## config.mk

```make
export PLATFORM = sky130hd
export DESIGN_NAME = circular_fifo_with_rotate_unit
export DESIGN_NICKNAME = d
export VERILOG_FILES = /design/src/sv/cfr_pkg.sv /design/src/sv/cfr_ram.sv /design/src/sv/cfr_ctrl.sv /design/src/sv/circular_fifo_with_rotate_unit.sv
export SDC_FILE = /design/constraint.sdc
export NUM_CORES = 1
export LEC_CHECK = 0
export BUFFER_PORTS_ARGS = -buffer_cell sky130_fd_sc_hd__buf_4
export CAP_MARGIN = 20
export CORE_MARGIN = 3
export CORE_UTILIZATION = 35
export DETAILED_ROUTE_END_ITERATION = 7
export PLACE_DENSITY_LB_ADDON = 0.15
export SETUP_SLACK_MARGIN = 0.4
export SLEW_MARGIN = 20
export SYNTH_ARGS = -nofsm -noshare
export SYNTH_HDL_FRONTEND = slang
export SYNTH_SLANG_ARGS = --single-unit
```

## constraint.sdc

```tcl
create_clock -name clk -period 4.2 [get_ports clk]
set_clock_uncertainty 0.15 [all_clocks]
set_input_delay 0.21 -clock clk [delete_from_list [all_inputs] [get_ports clk]]
set_output_delay 0.21 -clock clk [all_outputs]
set_load 0.02 [all_outputs]
```

## src/sv/cfr_pkg.sv

```systemverilog
`timescale 1ns / 1ps
package cfr_pkg;

	localparam int DEPTH_DEF      = 16;
	localparam int WORD_WIDTH_DEF = 32;
	localparam int ITEM_W         = 32;
	localparam int OCC_W          = 5;

	typedef enum logic [1:0] {
		OP_PUSH  = 2'd0,
		OP_POP   = 2'd1,
		OP_CYCLE = 2'd2,
		OP_NOP   = 2'd3
	} op_t;

	typedef enum logic {
		ST_IDLE,
		ST_READ
	} state_t;

	typedef struct packed {
		op_t               opcode;
		logic [ITEM_W-1:0] item_in;
	} in_item_t;

	typedef struct packed {
		logic              ok;
		logic [ITEM_W-1:0] item_out;
		logic              is_empty;
		logic              is_full;
		logic [OCC_W-1:0]  occupancy;
	} out_item_t;

endpackage

```

## src/sv/cfr_ram.sv

```systemverilog
`timescale 1ns / 1ps
module cfr_ram #(
	parameter int WIDTH = 32,
	parameter int DEPTH = 16
) (
	input  logic                     clk,
	input  logic                     wr_en,
	input  logic [$clog2(DEPTH)-1:0] wr_addr,
	input  logic [WIDTH-1:0]         wr_data,
	input  logic                     rd_en,
	input  logic [$clog2(DEPTH)-1:0] rd_addr,
	output logic [WIDTH-1:0]         rd_data
);

	logic [WIDTH-1:0] mem [DEPTH];
	logic [WIDTH-1:0] rd_data_q;

	always_ff @(posedge clk) begin
		if (wr_en) begin
			mem[wr_addr] <= wr_data;
		end
		if (rd_en) begin
			rd_data_q <= mem[rd_addr];
		end
	end

	assign rd_data = rd_data_q;

endmodule

```

## src/sv/cfr_ctrl.sv

```systemverilog
`timescale 1ns / 1ps
module cfr_ctrl
	import cfr_pkg::*;
#(
	parameter int DEPTH      = DEPTH_DEF,
	parameter int WORD_WIDTH = WORD_WIDTH_DEF
) (
	input  logic                     clk,
	input  logic                     arst_n,
	input  logic                     in_valid,
	output logic                     in_ready,
	input  in_item_t                 in_data,
	output logic                     out_valid,
	input  logic                     out_ready,
	output out_item_t                out_data,
	output logic                     wr_en,
	output logic [$clog2(DEPTH)-1:0] wr_addr,
	output logic [WORD_WIDTH-1:0]    wr_data,
	output logic                     rd_en,
	output logic [$clog2(DEPTH)-1:0] rd_addr,
	input  logic [WORD_WIDTH-1:0]    rd_data
);

	localparam int IDX_W = $clog2(DEPTH);
	localparam int CNT_W = $clog2(DEPTH + 1);

	state_t           state_q, state_d;
	op_t              op_s1, op_d;
	logic [IDX_W-1:0] head_q, head_d;
	logic [IDX_W-1:0] tail_q, tail_d;
	logic [CNT_W-1:0] cnt_q, cnt_d;
	logic [IDX_W-1:0] head_next, tail_next;
	logic             full, word_nz, load_out, accept;
	out_item_t        res;
	out_item_t        out_data_q;
	logic             out_valid_q;

	assign head_next = (head_q == IDX_W'(DEPTH - 1)) ? '0 : head_q + 1'b1;
	assign tail_next = (tail_q == IDX_W'(DEPTH - 1)) ? '0 : tail_q + 1'b1;
	assign full      = (cnt_q == CNT_W'(DEPTH));
	assign word_nz   = (rd_data != '0);
	assign accept    = in_valid && in_ready;

	always_ff @(posedge clk or negedge arst_n) begin
		if (!arst_n) begin
			state_q     <= ST_IDLE;
			head_q      <= '0;
			tail_q      <= IDX_W'(DEPTH - 1);
			cnt_q       <= '0;
			op_s1       <= OP_NOP;
			out_valid_q <= 1'b0;
		end else begin
			state_q <= state_d;
			head_q  <= head_d;
			tail_q  <= tail_d;
			cnt_q   <= cnt_d;
			op_s1   <= op_d;
			if (load_out) begin
				out_valid_q <= 1'b1;
			end else if (out_ready) begin
				out_valid_q <= 1'b0;
			end
		end
	end

	always_ff @(posedge clk) begin
		if (load_out) begin
			out_data_q <= res;
		end
	end

	always_comb begin
		state_d      = state_q;
		op_d         = op_s1;
		head_d       = head_q;
		tail_d       = tail_q;
		cnt_d        = cnt_q;
		in_ready     = 1'b0;
		load_out     = 1'b0;
		wr_en        = 1'b0;
		wr_addr      = tail_next;
		wr_data      = WORD_WIDTH'(in_data.item_in);
		rd_en        = 1'b0;
		rd_addr      = head_q;
		res.ok       = 1'b0;
		res.item_out = '0;
		unique case (state_q)
			ST_IDLE: begin
				// a pop result lands in the following cycle, so the output slot must free up now
				in_ready = !out_valid_q || out_ready;
				if (accept) begin
					case (in_data.opcode) inside
						OP_PUSH: begin
							load_out = 1'b1;
							if (!full) begin
								wr_en  = 1'b1;
								tail_d = tail_next;
								cnt_d  = cnt_q + 1'b1;
								res.ok = 1'b1;
							end
						end
						OP_POP, OP_CYCLE: begin
							if (cnt_q != '0) begin
								rd_en   = 1'b1;
								head_d  = head_next;
								cnt_d   = cnt_q - 1'b1;
								op_d    = in_data.opcode;
								state_d = ST_READ;
							end else begin
								load_out = 1'b1;
							end
						end
						default: begin
							load_out = 1'b1;
						end
					endcase
				end
			end
			ST_READ: begin
				load_out = 1'b1;
				state_d  = ST_IDLE;
				res.ok   = word_nz;
				if (word_nz) begin
					res.item_out = ITEM_W'(rd_data);
				end
				// reinsert a nonzero head at the tail; drop a null head
				if (op_s1 == OP_CYCLE && word_nz) begin
					wr_en   = 1'b1;
					wr_data = rd_data;
					tail_d  = tail_next;
					cnt_d   = cnt_q + 1'b1;
				end
			end
			default: begin
				state_d = ST_IDLE;
			end
		endcase
		res.is_empty  = (cnt_d == '0);
		res.is_full   = (cnt_d == CNT_W'(DEPTH));
		res.occupancy = OCC_W'(cnt_d);
	end

	assign out_valid = out_valid_q;
	assign out_data  = out_data_q;

endmodule

```

## src/sv/circular_fifo_with_rotate_unit.sv

```systemverilog
`timescale 1ns / 1ps
// Ring-buffer FIFO with a head-to-tail rotate.
// Input channel (in_valid/in_ready/in_data): opcode push, pop or cycle plus a word.
// Output channel (out_valid/out_ready/out_data): one result per item with ok,
// the word removed or rotated, and empty/full/occupancy after the step.
// Push, a pop or cycle on an empty queue, and the unused opcode load their
// result into the output register on acceptance. A pop or cycle on a nonempty
// queue reads the head slot from the synchronous RAM, moves to the read state
// and loads its result from there; no new item is taken in the read state.
// Throughput: one item per cycle, while the receiver takes results, for push,
// the unused opcode and pop or cycle on an empty queue; on a nonempty queue a
// pop or cycle blocks the next item until its registered slot RAM read is done.
// A cycle that finds a zero head drops it instead of writing it back.
// Reset sets head and count to zero, points tail at the last slot and empties
// the output register; the slot RAM is not cleared, since only written slots
// are ever read.
// When the receiver stalls, the result holds in the output register and no
// new item is accepted until that result is taken or is being taken.
module circular_fifo_with_rotate_unit
	import cfr_pkg::*;
#(
	parameter int DEPTH      = DEPTH_DEF,
	parameter int WORD_WIDTH = WORD_WIDTH_DEF
) (
	input  logic      clk,
	input  logic      arst_n,
	input  logic      in_valid,
	output logic      in_ready,
	input  in_item_t  in_data,
	output logic      out_valid,
	input  logic      out_ready,
	output out_item_t out_data
);

	localparam int IDX_W = $clog2(DEPTH);

	logic                  wr_en, rd_en;
	logic [IDX_W-1:0]      wr_addr, rd_addr;
	logic [WORD_WIDTH-1:0] wr_data, rd_data;

	cfr_ctrl #(
		.DEPTH      (DEPTH),
		.WORD_WIDTH (WORD_WIDTH)
	) u_ctrl (
		.clk       (clk),
		.arst_n    (arst_n),
		.in_valid  (in_valid),
		.in_ready  (in_ready),
		.in_data   (in_data),
		.out_valid (out_valid),
		.out_ready (out_ready),
		.out_data  (out_data),
		.wr_en     (wr_en),
		.wr_addr   (wr_addr),
		.wr_data   (wr_data),
		.rd_en     (rd_en),
		.rd_addr   (rd_addr),
		.rd_data   (rd_data)
	);

	cfr_ram #(
		.WIDTH (WORD_WIDTH),
		.DEPTH (DEPTH)
	) u_slots (
		.clk     (clk),
		.wr_en   (wr_en),
		.wr_addr (wr_addr),
		.wr_data (wr_data),
		.rd_en   (rd_en),
		.rd_addr (rd_addr),
		.rd_data (rd_data)
	);

`ifndef SYNTHESIS
	a_stall_blocks_input: assert property (@(posedge clk) disable iff (!arst_n)
		out_valid && !out_ready |-> !in_ready)
		else $error("item accepted while a stalled result occupies the output");

	a_not_ok_zero_word: assert property (@(posedge clk) disable iff (!arst_n)
		out_valid && !out_data.ok |-> out_data.item_out == '0)
		else $error("nonzero word reported with ok low");

	a_empty_consistent: assert property (@(posedge clk) disable iff (!arst_n)
		out_valid && out_data.is_empty |-> !out_data.is_full && out_data.occupancy == '0)
		else $error("empty flag disagrees with occupancy or full");
`endif

endmodule

```

==> qor.yml <==
tightest_slew_ns: 1.08
htree_levels: 3
via_per_inst: 5.23
io_buffers: 79
r2r_slack_ns: 0.93
start_util_pct: 35.5
drv_cap: 0
synth_top_area_share_pct: 75.0
ys.flop_type: "edfxtp_1"
die_w_um: 265
ys_ff_latch: 601
synth_area_leaders: "edfxtp_1 (75%), mux4_2 (15%), mux2_1 (1.7%), dfrtp_1 (1.2%), and2_1 (0.88%)"
ctsHoldBuffers: 5
hold_ws_ns: 0.0277
r2r-start: "u_ctrl.cnt_q[0]$_DFF_PN0_"
finalSetupTns_ns: 0
cpMaxStageDelayCell: "nor2_4"
synth_top_cell_by_area: "edfxtp_1"
syn_to_final_growth_pct: 17.6
grt_remaining_overflow: 0
cp_max_fo: 18
cts_sinks: 601
arrival_ns: 3.37
cts_tree: "built"
io_pins: 80
drtPass1Iterations: 4
p_leak_nw: 8.71
numCtsBuffers: 66
status: "complete, no violations"
drtIter0Drc: 983
setup.worst_path.start_class: "flop"
yosysUniqueCellTypes: 52
routabilityCongestion: 0.778
crit_required_ns: 4.31
cts.path.max_buffers: 3
finalNonFillerCells: 2071
grt_max_degree: 58
syn-num-nets: 1075
track_usage_pct: 16.0
rows: 94
post_drt_wl_per_cell_um: 26.6
cpPeakStageDelay_ns: 0.58
fp.dieH_um: 265
hold_class: "in -> async"
timing.slew.headroom_pct: 27.9
drt_wl_total_mm: 55.1
async_reset_ff_share_pct: 2.83
clk_pin_slew_ns: 0.06
setup_violations: 0
path_class: "reg -> reg"
drv_slew: 0
fin_nets: 1206
core_um2: 66000
cp-end-kind: "flop"
drive_gt1_share_pct: 33.1
ir_worst_vdd_mv: 0.274
drc: 0
rr_endpoint: "u_slots.mem[9][20]$_DFFE_PP_"
finalHoldViolCount: 0
powerDensity_nw_per_um2: 630
grt_antenna_before_repair: 3
synth-edff-count: 584
avgSynthCellArea_um2: 22.8
insertion_delay_ns: 0.59
rsz0062_at_grt: "false"
finalCritPeriodShare_pct: 77.8
place_inst: 1950
crit_chain: "inv_1, ha_1, nand4bb_1, and4_1, or2_1, nand2_1, nor2_4, buf_4"
dp_hpwl_mm: 34.5
die-area_um2: 70000
ant_nets: 0
critPathCapture: "u_slots.mem[9][20]$_DFFE_PP_"
min_period_ns: 3.27
r2r_cells: 8
fmax_ghz: 0.306
yosysWarnings: 0
crit_start: "u_ctrl.cnt_q[0]$_DFF_PN0_"
grt_pass1_vias: 11200
synth_seq_area_share_pct: 76.8
cts_setup_buffers: 0
cts_resized: 0
vias: 10800
grt_pass1_wl_mm: 80.7
netlist_instances: 1028
syn-cell-area_um2: 23400
clockRootBuffer: "clkbuf_16"
## cell type report
type	instances	area, um2
fill	5683	38500
sequential	601	18000
multi-input combinational	365	5290
clock buffer	85	1790
timing repair buffer	115	1090
tap	864	1080
clock inverter	30	251
inverter	10	37.5
antenna	1	2.50
## synthesized netlist by cell type, types with 2 or more instances
library cell	instances
and4_1	3
or2_1	2
nor2_1	19
ha_1	9
nand3b_1	2
buf_2	12
nor2b_1	4
nand2_1	16
clkbuf_1	30
nand3_1	8
nand2b_1	7
dfrtp_1	11
inv_1	10
xnor2_1	3
a31oi_1	4
and3_1	4
buf_6	2
a21oi_1	4
o21ai_0	3
o211ai_1	3
and2_1	33
a32o_1	2
a211o_1	2
mux2_1	36
nand4_1	4
dfstp_2	6
mux4_2	160
nor4_2	8
o21ai_1	5
nor3_1	4
buf_1	8
edfxtp_1	584
## cell families after synthesis
family,share of synthesized area [%]
flip-flops,76.8
multiplexers,17.1
AND/OR/NAND/NOR,3.26
buffers and inverters,1.12
AO/OA/AOI/OAI,1.05
adder cells (fa/ha/maj),0.481
XOR/XNOR,0.150
## metrics by stage
| step | util (%) | area [um2] | total power, mW | setup slack [ns] |
|---|---|---|---|---|
| floorplan | - | 23400 | 10.5 | 0.577 |
| global placement | 38.2 | 25200 | 12.0 | 0.794 |
| detailed placement | 38.5 | 25400 | 12.0 | 0.931 |
| CTS | 41.7 | 27500 | 17.6 | 0.915 |
| global route | 41.7 | 27500 | 18.1 | 0.714 |
| finish | 41.7 | 27500 | 17.3 | 0.933 |
## power breakdown
| group | switching, mW | total, mW | internal, mW |
|---|---|---|---|
| clock | 2.27 | 5.52 | 3.25 |
| combinational | 2.14 | 4.18 | 2.04 |
| sequential | 0.444 | 7.64 | 7.19 |
## worst max-delay path, delay by kind of cell (launching register included)
| family | cells | cell delay, ns |
|---|---|---|
| simple gates | 5 | 1.59 |
| flops | 1 | 0.46 |
| buf+inv | 2 | 0.45 |
| fa+ha+maj | 1 | 0.24 |
## worst min-delay path by stage
| stage | start | end |
|---|---|---|
| 4_1_cts | arst_n | u_ctrl.op_s1[0]$_DFFE_PN1P_ |
| 6_report | arst_n | u_ctrl.op_s1[0]$_DFFE_PN1P_ |
| 2_1_floorplan | arst_n | u_ctrl.cnt_q[0]$_DFF_PN0_ |
| 3_3_place_gp | arst_n | u_ctrl.cnt_q[4]$_DFF_PN0_ |
| 5_1_grt | arst_n | u_ctrl.op_s1[0]$_DFFE_PN1P_ |
| 3_5_place_dp | arst_n | u_ctrl.out_valid$_DFFE_PN0P_ |
## sequential cells by signal, summed over array words and instances (netlist names)
register	count
u_ctrl.cnt_q	5
u_ctrl.rd_addr	4
u_ctrl.out_data	40
u_slots.rd_data	32
u_ctrl.tail_q	4
u_ctrl.state_q	1
u_slots.mem	512
u_ctrl.out_valid	1
u_ctrl.op_s1	2
## cells in the final DEF, fill, tap and decap left out, drive strengths merged, types with 2 or more instances in the layout
cell type	n
nand3	8
nor2b	4
o21a	2
dfstp	6
a32o	2
buf	110
o21ai	8
xnor2	3
and4	3
nor3	4
clkinv	22
nand4	4
bufinv	4
nor2	19
nand2b	7
mux2	36
and3	4
dfrtp	11
a21oi	5
nand3b	2
a31oi	4
nor4	9
o211ai	3
and2	33
or2	2
inv	13
edfxtp	584
dlygate4sd3	5
mux4	160
nand2	16
a211o	2
clkbuf	85
nor4b	2
ha	9
## routing by layer
layer	routed length, um	global-route usage [%]	vias to the layer above	share of wire [%]
met5	0	0	-	0
met4	1080	4.64	0	2.0
met3	3350	3.80	76	6.1
met2	23900	22.8	294	43
met1	26800	24.5	5851	49
li1	-	-	4601	-
Note: power is estimated with default switching activity, not from simulation.
